[src/sv/ffa_pkg.sv]
// ----------------------------------------------------------------------------
// ffa_pkg
// Shared types and constants of the first-fit block allocator.
// ----------------------------------------------------------------------------
package ffa_pkg;

  localparam int ARENA_BYTES  = 1024;
  localparam int HEADER_BYTES = 24;
  localparam int AW           = $clog2(ARENA_BYTES);
  localparam int SW           = 12;

  // result codes
  typedef enum logic [2:0] {
    ST_GRANTED = 3'd0,
    ST_NOFIT   = 3'd1,
    ST_FREED   = 3'd2,
    ST_DOUBLE  = 3'd3,
    ST_BADOFF  = 3'd4
  } status_e;

  typedef enum logic {
    FUNC_ALLOC = 1'b0,
    FUNC_FREE  = 1'b1
  } func_e;

  typedef struct packed {
    logic          func;
    logic [SW-1:0] req_size;
    logic [AW-1:0] free_offset;
  } req_t;

  typedef struct packed {
    logic [2:0]    status;
    logic [AW-1:0] payload_offset;
  } rsp_t;

  // block header as held in the arena memory
  typedef struct packed {
    logic          present;
    logic [SW-1:0] size;
    logic          is_free;
    logic          has_link;
    logic [AW-1:0] link;
  } hdr_t;

  localparam int HW = $bits(hdr_t);

  typedef enum logic [1:0] {
    RD_ZERO,
    RD_OFF,
    RD_LINK
  } rd_sel_e;

  typedef enum logic [2:0] {
    WR_NONE,
    WR_CLEAR,
    WR_NEWHDR,
    WR_SPLIT,
    WR_TAKE,
    WR_FREE,
    WR_MERGE,
    WR_ZAP
  } wr_op_e;

  typedef enum logic [3:0] {
    S_CLEAR,
    S_IDLE,
    S_A_CHK,
    S_A_WB,
    S_F_CHK,
    S_F_NCHK,
    S_F_ZAP,
    S_DONE
  } state_e;

  // controller to datapath
  typedef struct packed {
    logic    ld_req;
    rd_sel_e rd_sel;
    logic    ld_at;
    logic    ld_hdr;
    wr_op_e  wr_op;
    logic    clr_inc;
    logic    res_ld;
    status_e res_code;
    logic    out_ld;
  } cmd_t;

  // datapath to controller
  typedef struct packed {
    logic clr_done;
    logic off_bad;
    logic present;
    logic fits;
    logic split;
    logic stop;
    logic merge;
    logic was_free;
  } flags_t;

endpackage

[src/sv/ffa_ctrl.sv]
// ----------------------------------------------------------------------------
// ffa_ctrl
// Sequencer for the clear sweep, the allocate walk and the free/merge steps.
// ----------------------------------------------------------------------------
module ffa_ctrl (
  input  logic            clk_i,
  input  logic            rst_ni,
  input  logic            req_valid_i,
  input  ffa_pkg::req_t   req_i,
  output logic            req_stall_o,
  output logic            rsp_valid_o,
  input  logic            rsp_stall_i,
  input  ffa_pkg::flags_t flags_i,
  output ffa_pkg::cmd_t   cmd_o
);

  ffa_pkg::state_e state_q, state_d;
  logic            rsp_valid_q, rsp_valid_d;

  // state and output valid registers
  always_ff @(posedge clk_i or negedge rst_ni) begin
    if (!rst_ni) begin
      state_q     <= ffa_pkg::S_CLEAR;
      rsp_valid_q <= 1'b0;
    end else begin
      state_q     <= state_d;
      rsp_valid_q <= rsp_valid_d;
    end
  end

  // next state and commands
  always_comb begin
    state_d      = state_q;
    cmd_o        = '0;
    cmd_o.rd_sel = ffa_pkg::RD_ZERO;
    cmd_o.wr_op  = ffa_pkg::WR_NONE;
    cmd_o.res_code = ffa_pkg::ST_NOFIT;
    req_stall_o  = 1'b1;
    rsp_valid_d  = rsp_valid_q && rsp_stall_i;
    unique case (state_q)
      ffa_pkg::S_CLEAR: begin
        cmd_o.wr_op   = ffa_pkg::WR_CLEAR;
        cmd_o.clr_inc = 1'b1;
        if (flags_i.clr_done) state_d = ffa_pkg::S_IDLE;
      end
      ffa_pkg::S_IDLE: begin
        req_stall_o = 1'b0;
        if (req_valid_i) begin
          cmd_o.ld_req = 1'b1;
          cmd_o.ld_at  = 1'b1;
          if (req_i.func == ffa_pkg::FUNC_ALLOC) begin
            cmd_o.rd_sel = ffa_pkg::RD_ZERO;
            state_d      = ffa_pkg::S_A_CHK;
          end else if (flags_i.off_bad) begin
            cmd_o.res_ld   = 1'b1;
            cmd_o.res_code = ffa_pkg::ST_BADOFF;
            state_d        = ffa_pkg::S_DONE;
          end else begin
            cmd_o.rd_sel = ffa_pkg::RD_OFF;
            state_d      = ffa_pkg::S_F_CHK;
          end
        end
      end
      ffa_pkg::S_A_CHK: begin
        cmd_o.ld_hdr = 1'b1;
        if (!flags_i.present) begin
          cmd_o.res_ld   = 1'b1;
          cmd_o.res_code = ffa_pkg::ST_NOFIT;
          state_d        = ffa_pkg::S_DONE;
        end else if (flags_i.fits) begin
          if (flags_i.split) begin
            cmd_o.wr_op = ffa_pkg::WR_NEWHDR;
            state_d     = ffa_pkg::S_A_WB;
          end else begin
            cmd_o.wr_op    = ffa_pkg::WR_TAKE;
            cmd_o.res_ld   = 1'b1;
            cmd_o.res_code = ffa_pkg::ST_GRANTED;
            state_d        = ffa_pkg::S_DONE;
          end
        end else if (flags_i.stop) begin
          cmd_o.res_ld   = 1'b1;
          cmd_o.res_code = ffa_pkg::ST_NOFIT;
          state_d        = ffa_pkg::S_DONE;
        end else begin
          cmd_o.rd_sel = ffa_pkg::RD_LINK;
          cmd_o.ld_at  = 1'b1;
        end
      end
      ffa_pkg::S_A_WB: begin
        cmd_o.wr_op    = ffa_pkg::WR_SPLIT;
        cmd_o.res_ld   = 1'b1;
        cmd_o.res_code = ffa_pkg::ST_GRANTED;
        state_d        = ffa_pkg::S_DONE;
      end
      ffa_pkg::S_F_CHK: begin
        cmd_o.ld_hdr = 1'b1;
        if (!flags_i.present) begin
          cmd_o.res_ld   = 1'b1;
          cmd_o.res_code = ffa_pkg::ST_BADOFF;
          state_d        = ffa_pkg::S_DONE;
        end else begin
          cmd_o.rd_sel = ffa_pkg::RD_LINK;
          state_d      = ffa_pkg::S_F_NCHK;
        end
      end
      ffa_pkg::S_F_NCHK: begin
        cmd_o.res_ld   = 1'b1;
        cmd_o.res_code = flags_i.was_free ? ffa_pkg::ST_DOUBLE : ffa_pkg::ST_FREED;
        if (flags_i.merge) begin
          cmd_o.wr_op = ffa_pkg::WR_MERGE;
          state_d     = ffa_pkg::S_F_ZAP;
        end else begin
          cmd_o.wr_op = ffa_pkg::WR_FREE;
          state_d     = ffa_pkg::S_DONE;
        end
      end
      ffa_pkg::S_F_ZAP: begin
        cmd_o.wr_op = ffa_pkg::WR_ZAP;
        state_d     = ffa_pkg::S_DONE;
      end
      ffa_pkg::S_DONE: begin
        if (!rsp_valid_q || !rsp_stall_i) begin
          cmd_o.out_ld = 1'b1;
          rsp_valid_d  = 1'b1;
          state_d      = ffa_pkg::S_IDLE;
        end
      end
      default: state_d = ffa_pkg::S_IDLE;
    endcase
  end

  assign rsp_valid_o = rsp_valid_q;

  // no request taken during the clear sweep
  a_clear_stalls: assert property (@(posedge clk_i) disable iff (!rst_ni)
    (state_q == ffa_pkg::S_CLEAR) |-> req_stall_o)
    else $error("request taken during clear sweep");

  // a held result is never overwritten
  a_no_overwrite: assert property (@(posedge clk_i) disable iff (!rst_ni)
    (rsp_valid_q && rsp_stall_i) |-> !cmd_o.out_ld)
    else $error("pending result overwritten");

  // merge write is always followed by removal of the absorbed header
  a_merge_zap: assert property (@(posedge clk_i) disable iff (!rst_ni)
    (cmd_o.wr_op == ffa_pkg::WR_MERGE) |=> (cmd_o.wr_op == ffa_pkg::WR_ZAP))
    else $error("merge without header removal");

endmodule

[config.mk]
export PLATFORM = sky130hd
export DESIGN_NAME = ffa_ctrl
export DESIGN_NICKNAME = d
export VERILOG_FILES = /design/src/sv/ffa_pkg.sv /design/src/sv/ffa_ctrl.sv
export SDC_FILE = /design/constraint.sdc
export NUM_CORES = 1
export LEC_CHECK = 0
export BUFFER_PORTS_ARGS = -buffer_cell sky130_fd_sc_hd__clkbuf_2
export CORE_MARGIN = 10
export CORE_UTILIZATION = 30
export CTS_CLUSTER_DIAMETER = 200
export DETAILED_ROUTE_END_ITERATION = 16
export PLACE_DENSITY = 0.71
export SLEW_MARGIN = 40
export SYNTH_ARGS = -nofsm -noshare
export SYNTH_HDL_FRONTEND = slang
export SYNTH_SLANG_ARGS = --single-unit
[constraint.sdc]
create_clock -name clk_i -period 1.03 [get_ports clk_i]
set_input_delay 0.103 -clock clk_i [delete_from_list [all_inputs] [get_ports clk_i]]
set_output_delay 0.103 -clock clk_i [all_outputs]
set_load 0.03 [all_outputs]
# Word level (Yosys, flattened, before mapping)
# Cells that the tools add are included.
# classes
eq_ne	11
n_mux	44
reduce_logical	8
# ops
op	count
$mux W4	16
$pmux W4 S7	1
$mux W3	7
$pmux W4 S5	1
$eq A4 B3 Y1 const B	4
$pmux W3 S5	1
$mux W1	12
$eq A4 B2 Y1 const B	2
$mux W2	4
$ne A2 B2 Y1 const B	3
$pmux W2 S3	1
$eq A4 B1 Y1 const B	1
$logic_not A4 Y1	1
$ne A4 B4 Y1 const B	1
$reduce_and A4 Y1	1
$reduce_or A2 Y1	2
$logic_not A1 Y1	2
$pmux W1 S2	1
$logic_and A1 B1 Y1	1
$logic_or A1 B1 Y1	1
# totals
regBits	5
input_bits	35
output_inout_bits	16
word_cells	65

# Longest topological paths before layout
# Gate-level depths: netlist (run 1).
# logic_depth
depth_word	4
ltp_mapped	6
mapped_depth_nobuf	5

# Worst setup path after synthesis (run 1)
# OpenSTA, ideal clock, no wires.
# synth_timing
kind	reg2out
from	register state_q[0]
to	output cmd_o[3] in the netlist's numbering
t_arrival_ns	1.497
t_required_ns	0.927
slack_ns	-0.570
stages_incl_launch_ff	4
path_buffers	2
path_cell_list	dfrtp_1 -> buf_4 -> buf_4 -> o31ai_1
# synth_lines
element	line	source
from (decl)	ffa_ctrl.sv:17	ffa_pkg::state_e state_q, state_d;
from (signal assigned)	ffa_ctrl.sv:23	state_q <= ffa_pkg::S_CLEAR;
from (signal assigned)	ffa_ctrl.sv:26	state_q <= state_d;
to (decl)	ffa_ctrl.sv:14	output ffa_pkg::cmd_t cmd_o

==> summary.md, run 1 <==
| Metric | Value |
|---|---|
| Status | finished, violations left |
| Violated checks | negative setup slack |
| R2R Path Start | state_q[2] |
| Period utilization | 171% |
| Cells after Synth | 75 |
| Area delta synth->final | 181% |
| Crit path time final | 1.76 ns |
| Vias in the first global route | 920 |
| Worst Tran Pin Value | 0.310 ns |
| Pre-Repair DR Iteration Count | 4 |
| Initial antenna violation count | 0 |
| Detailed Place HPWL | 1.54 mm |
| Routability congestion estimate | 0.722 |
| Cell Pwr Density | 3710 nW/µm² |
| # IOs | 51 |
| Grt ovf | 0 |
| Antenna diodes | 0 |
| Leakage | 0.676 nW |
| Clock root buffer | clkbuf_4 |
| Critical Path End Type | output port |
| Hold Path Class | in -> reg |
| ANT nets after route | 0 |
| H-tree depth | 1 |
| Layout cells sized above 1 | 79.7% |
| DRC viols | 0 |
| CTS tree | yes |
| Critical Path End | cmd_o[7] |
| Clock tree buffer depth | 2 |
| Startpoint types | flip-flop |
| Iteration-0 DRC Markers | 32 |
| Syn_nets | 110 |
| Req. time, crit path | 0.93 ns |
| Final nets | 180 |
| Die width | 61.9 µm |
| Maximum VDD drop | 2380 µV |
| Largest net degree at the start of global routing | 11 |
| Flops & latches, synth | 4 |
| WL/cell | 24.6 µm |
| Critical Path Start | state_q[2] |
| Clock sink count | 4 |
| Slew Limit Fails | 0 |
| Clock latency on the worst-skew pair | 0.24 ns |
| Reg2reg path depth | 6 |
| Yosys cell types | 27 |
| CP Class | reg -> out |
| Critical R2R Capture | state_q[1] |
| Fin. Hold Viols | 0 |
| Buffers added on ports | 28 |
| Syn Std Cell Area | 527 µm² |
| Via density | 6.23 |
| Overall Global Routing Usage | 14.3% |
| Post-Route WL | 3.94 mm |
| F_max | 0.568 GHz |
| Row count | 15 |
| Final total power | 5.50 mW |
| Max-cap check violation count | 0 |
| Core area | 1690 µm² |
| FF-to-FF setup slack | -0.42 ns |
| Vias | 996 |
| TritonCTS Buffers | 3 |
| Clock transition at path regs | 0.04 ns |
| First-pass GRT wire length | 4.13 mm |
| Setup Skew | 0.00197 ns |
| WHS | 0.187 ns |
| Crit-path max FO | 4 |
| Synthesis warning total | 0 |
| Crit path DAT | 1.66 ns |
| Post-Place Cells | 135 |
| PnR worst setup slack | -0.729 ns |
| Slew Limit Headroom | 79.1% |
| Syn_area_per_cell | 7.02 µm² |
| RSZ-0062 raised after global routing | true |
| Die ar. | 3830 µm² |
| Die Y | 61.9 µm |
| Register area share after synthesis | 19.0% |
| Initial Util | 31.2% |
| Fin cells | 160 |
| # setup viols final | 19 |
==> logic make-up (layout without fill, tap and decap cells) <==
| family | after synthesis | count (layout) | synth area share (%) |
|---|---|---|---|
| AOI/OAI and AO/OA | 24 | 24 | 30.4 |
| xor gates and xnor gates | 1 | 1 | 1.66 |
| buffers and inverters | 8 | 76 | 10.7 |
| DFF | 4 | 4 | 19.0 |
| and+or+nand+nor | 38 | 38 | 38.2 |
==> cells in the final DEF, fill, tap and decap left out, drive strengths merged <==
master | netlist | final
buf | 5 | 50
clkbuf | 0 | 22
nand2 | 12 | 12
nor2 | 9 | 9
a21oi | 6 | 6
nand3 | 6 | 6
nand2b | 5 | 5
dfrtp | 4 | 4
o21ai | 4 | 4
a21o | 3 | 3
inv | 3 | 3
a31oi | 3 | 3
o22ai | 3 | 3
and2b | 2 | 2
nor3 | 2 | 2
o31ai | 1 | 1
o211ai | 1 | 1
a22o | 1 | 1
or2b | 1 | 1
xnor2 | 1 | 1
nor2b | 1 | 1
a211oi | 1 | 1
a221oi | 1 | 1
dlygate4sd3 | 0 | 1
==> cell usage after synthesis <==
master	count	area [µm²]
o21ai_1	1	5.00
xnor2_1	1	8.76
a211oi_1	1	7.51
a21oi_2	1	8.76
dfrtp_1	4	100
nor3_1	2	10.0
nor2b_1	1	6.26
nand2_1	12	45.0
or2b_1	1	7.51
a21o_1	3	22.5
o22ai_1	3	18.8
and2b_1	2	15.0
o21ai_0	3	15.0
nor2_1	8	30.0
o31ai_1	1	7.51
a21oi_1	5	25.0
nand2b_1	5	31.3
nand3_2	3	30.0
a22o_1	1	8.76
buf_6	2	22.5
o211ai_1	1	7.51
nand3_1	3	15.0
nor2_4	1	11.3
inv_1	3	11.3
a221oi_2	1	15.0
buf_4	3	22.5
a31oi_1	3	18.8
==> how the worst min path moves through the flow <==
stage	endpoint	slack [ns]	start	depth (start not counted)
after floorplan	rsp_valid_o	-0.19	rst_ni	0
after global placement	rsp_valid_o	-0.09	rst_ni	1
after detailed placement	rsp_valid_o	-0.08	rst_ni	1
after CTS	rsp_valid_o	0.16	rsp_stall_i	3
after global routing	state_q[0]	0.20	rst_ni	2
final	rsp_valid_o	0.19	rsp_stall_i	3
==> power by group <==
group	internal, mW	switching [mW]	total [mW]
logic	2.46	2.42	4.88
registers	0.249	0.163	0.413
clock network	0.131	0.0735	0.204
total	2.84	2.65	5.50
==> flip-flops by register name, indices dropped and copies added (netlist names) <==
register / flops
rsp_valid_o: 1
state_q: 3
==> area by class of cell <==
cell class                 count  area (µm²)
timing repair buffer          70         707
multi-input combinational     63         613
fill                          72         208
sequential                     4         104
clock buffer                   3        22.5
tap                           17        21.3
inverter                       3        13.8
==> metal layers <==
layer  vias up  track usage [%]  wire length (µm)
met5         -                0                 0
met4         0             9.55               280
met3        31             3.46               275
met2        82             25.2              2010
met1       477             14.8              1370
li1        406                -                 -
==> metrics by stage <==
stage / instance area, µm² / util [%] / setup TNS [ns] / worst slack (ns)
2_1_floorplan: 644 / - / -2.01 / -0.295
3_3_place_gp: 900 / 53.3 / -4.69 / -0.334
3_5_place_dp: 900 / 53.3 / -5.08 / -0.380
4_1_cts: 1300 / 76.8 / -7.09 / -0.505
5_1_grt: 1480 / 87.7 / -9.26 / -0.796
6_report: 1480 / 87.7 / -8.42 / -0.729
==> timing repair <==
action / CTS / global route
hold buffers: 1 / 0
hold endpoints to repair: 4 / 0
pin swaps: 11 / 11
cloned: 0 / 1
endpoints found under the setup margin: 18 / 19
setup buffers: 15 / 13
resized for setup: 69 / 35
==> worst max-delay path, cell delays in order (launching register included) <==
cell,delay (ns)
dfrtp_2,0.41
buf_6,0.14
buf_6,0.10
nand2b_4,0.05
o21ai_0,0.27
nand2_1,0.18
o21ai_4,0.11
buf_8,0.14
(Power assumes the default switching activity.)
==> run 2, diff against run 1 <==
--- a/config.mk
+++ b/config.mk
@@ -5,12 +5,11 @@
 export SDC_FILE = /design/constraint.sdc
 export NUM_CORES = 1
 export LEC_CHECK = 0
-export BUFFER_PORTS_ARGS = -buffer_cell sky130_fd_sc_hd__clkbuf_2
 export CORE_MARGIN = 10
 export CORE_UTILIZATION = 30
 export CTS_CLUSTER_DIAMETER = 200
 export DETAILED_ROUTE_END_ITERATION = 16
-export PLACE_DENSITY = 0.71
+export DONT_BUFFER_PORTS = 1
 export SLEW_MARGIN = 40
 export SYNTH_ARGS = -nofsm -noshare
 export SYNTH_HDL_FRONTEND = slang
==> constraint.sdc (replaced) <==
create_clock -name clk_i -period 1.48 [get_ports clk_i]
set_input_delay 0.148 -clock clk_i [delete_from_list [all_inputs] [get_ports clk_i]]
set_output_delay 0.148 -clock clk_i [all_outputs]
set_load 0.03 [all_outputs]
==> run 2 against run 1 <==
Against the previous run: the flow still finishes with violations (negative setup slack); critical path type unchanged; via count is 32% lower; first-iteration DRC count down 44%; design area shrank 40%.
==> summary.md, run 2 (synthesis results as in run 1) <==
| Metric | Value |
|---|---|
| Status | finished, violations left |
| Violated checks | negative setup slack |
| # setup viols final | 5 (-14) |
| Pre-Repair DR Iteration Count | 4 (unchanged) |
| Final total power | 2.26 mW (-59%) |
| GR Util met1 | 9.62% (-5.2 points) |
| Fin. Hold Viols | 0 (unchanged) |
| Hold Path Class | in -> reg |
| Overall Global Routing Usage | 9.40% (-4.9 points) |
| H-tree depth | 1 (unchanged) |
| Slew Limit Headroom | 72.8% (-6.3 points) |
| Area delta synth->final | 69.8% |
| Post-Route WL | 1.91 mm (-52%) |
| FF-to-FF setup slack | 0.07 ns (+0.49 ns) |
| Detailed Place HPWL | 1.34 mm (-13%) |
| Maximum VDD drop | 1030 µV (-57%) |
| Die width | 61.9 µm (unchanged) |
| Critical Path Start | state_q[0] |
| Reg2reg path depth | 6 (unchanged) |
| CTS tree | yes |
| Most common cell after layout, fill and taps aside | buf_4 |
| Die ar. | 3830 µm² (unchanged) |
| Grt ovf | 0 (unchanged) |
| Period utilization | 102% |
| Min-Delay Path Depth | 2 (-1) |
| CP Class | reg -> out |
| Die Y | 61.9 µm (unchanged) |
| Req. time, crit path | 1.33 ns (+0.40 ns) |
| F_max | 0.661 GHz |
| Design Area, Final | 895 µm² (-40%) |
| Placement Cell Area | 678 µm² (-25%) |
| Critical R2R Capture | state_q[0] |
| Row count | 15 (unchanged) |
| Largest register by flop count | state_q |
| Leakage | 0.415 nW (-39%) |
| Via density | 5.39 (-13%) |
| Core Util, Final | 53.0% (-35 points) |
| Clock root buffer | clkbuf_4 |
| Buffers added on ports | 0 (-100%) |
| Vias | 674 (-32%) |
| Layout cells sized above 1 | 53.7% (-26 points) |
| Setup TNS | -0.0777 ns (+8.35 ns) |
| Endpoint, Worst Hold | rsp_valid_o |
| WHS | 0.0607 ns (-0.126 ns) |
| Clock latency on the worst-skew pair | 0.23 ns (about the same) |
| Post-Place Worst Slack | 0.118 ns (+0.498 ns) |
| Initial Util | 31.2% (unchanged) |
| ANT nets after route | 0 (unchanged) |
| Post-Place Cells | 109 (-19%) |
| # IOs | 51 (unchanged) |
| Routability congestion estimate | 0.862 (+19%) |
| Worst Tran Pin Value | 0.408 ns (+0.0977 ns) |
| Startpoint types | flip-flop |
| Hold path start | rsp_stall_i |
| RSZ-0062 raised after global routing | true |
| Critical Path End Type | output port |
| Crit-path max FO | 7 (+3) |
| Largest net degree at the start of global routing | 9 (-2) |
| Max-cap check violation count | 0 (unchanged) |
| Crit path DAT | 1.37 ns (-0.29 ns) |
| Vias in the first global route | 689 (-25%) |
| Routing usage on met2 | 16.3% (-8.9 points) |
| PnR worst setup slack | -0.0337 ns (+0.696 ns) |
| TritonCTS Buffers | 3 (unchanged) |
| Met3 usage | 3.86% (+0.41 points) |
| Setup Skew | 0.00231 ns (+0.000341 ns) |
| Iteration-0 DRC Markers | 18 (-44%) |
| Slew Limit Fails | 0 (unchanged) |
| WL/cell | 15.2 µm (-38%) |
| Cell Pwr Density | 2520 nW/µm² (-32%) |
| Final nets | 145 (-19%) |
| Clock sink count | 4 (unchanged) |
| Most frequent cells in the layout | 26 x buf_4, 11 x nand2_1, 8 x buf_6 |
| Largest register FFs | 3 (unchanged) |
| Fin cells | 125 (-22%) |
| Crit path time final | 1.51 ns |
| Clock tree buffer depth | 2 (unchanged) |
| DRC viols | 0 (unchanged) |
| Antenna diodes | 0 (unchanged) |
| Initial antenna violation count | 0 (unchanged) |
| First-pass GRT wire length | 2.79 mm (-32%) |
| R2R Path Start | state_q[2] |
| Layer with the highest usage | met2 |
| Core area | 1690 µm² (unchanged) |
| Clock transition at path regs | 0.04 ns (about the same) |
run 2: cell count changes in the layout (fill, tap and decap cells not counted), moves of 3 or more:
cell      previous run  this run
clkbuf_2            13         0
buf_6               20         8
buf_8               10         0
buf_4               19        26
clkbuf_8             5         0
nand2_1              7        11
a21oi_1              1         4
a21oi_2              4         1
nand2_4              3         0
nor2_4               4         1
o21ai_1              0         3
run 2: area by class of cell:
type / instances / area [µm²]
clock buffers: 3 / 22.5
multi-input cells: 63 / 440
fillers: 149 / 795
well taps: 17 / 21.3
inverters: 3 / 11.3
repair buffers: 35 / 295
flip-flops and latches: 4 / 104
run 2: timing repair:
item	4_1_cts	5_1_grt
resized for setup	10	15
setup buffers	10	3
hold buffers	1	0
setup endpoints to repair	9	10
pin swaps	6	3
hold endpoints to repair	4	0
run 2: metal layers:
metal  up-vias  share of wire (%)
met1       304                 35
met4         0               0.16
met2        34                 50
met3         2                 15
met5         -                  0
li1        334                  -
run 2: power breakdown:
part	total, mW	switching, mW	internal (mW)
clock	0.133	0.0427	0.0906
sequential	0.315	0.142	0.173
combinational	1.81	0.991	0.817
total	2.26	1.18	1.08
run 2: worst max path at each step:
stage	slack, ns	to	depth (start not counted)
6_report	-0.03	cmd_o[7]	4
5_1_grt	-0.08	cmd_o[7]	6
4_1_cts	-0.02	cmd_o[7]	4
3_5_place_dp	0.12	cmd_o[4]	6
3_3_place_gp	0.11	cmd_o[4]	6
2_1_floorplan	0.06	cmd_o[4]	6
run 2: critical path, stage by stage, from the launching register on:
cell and delay (ns):
dfrtp_2 0.44, buf_6 0.13, or2b_1 0.23, o21ai_1 0.15, buf_4 0.18
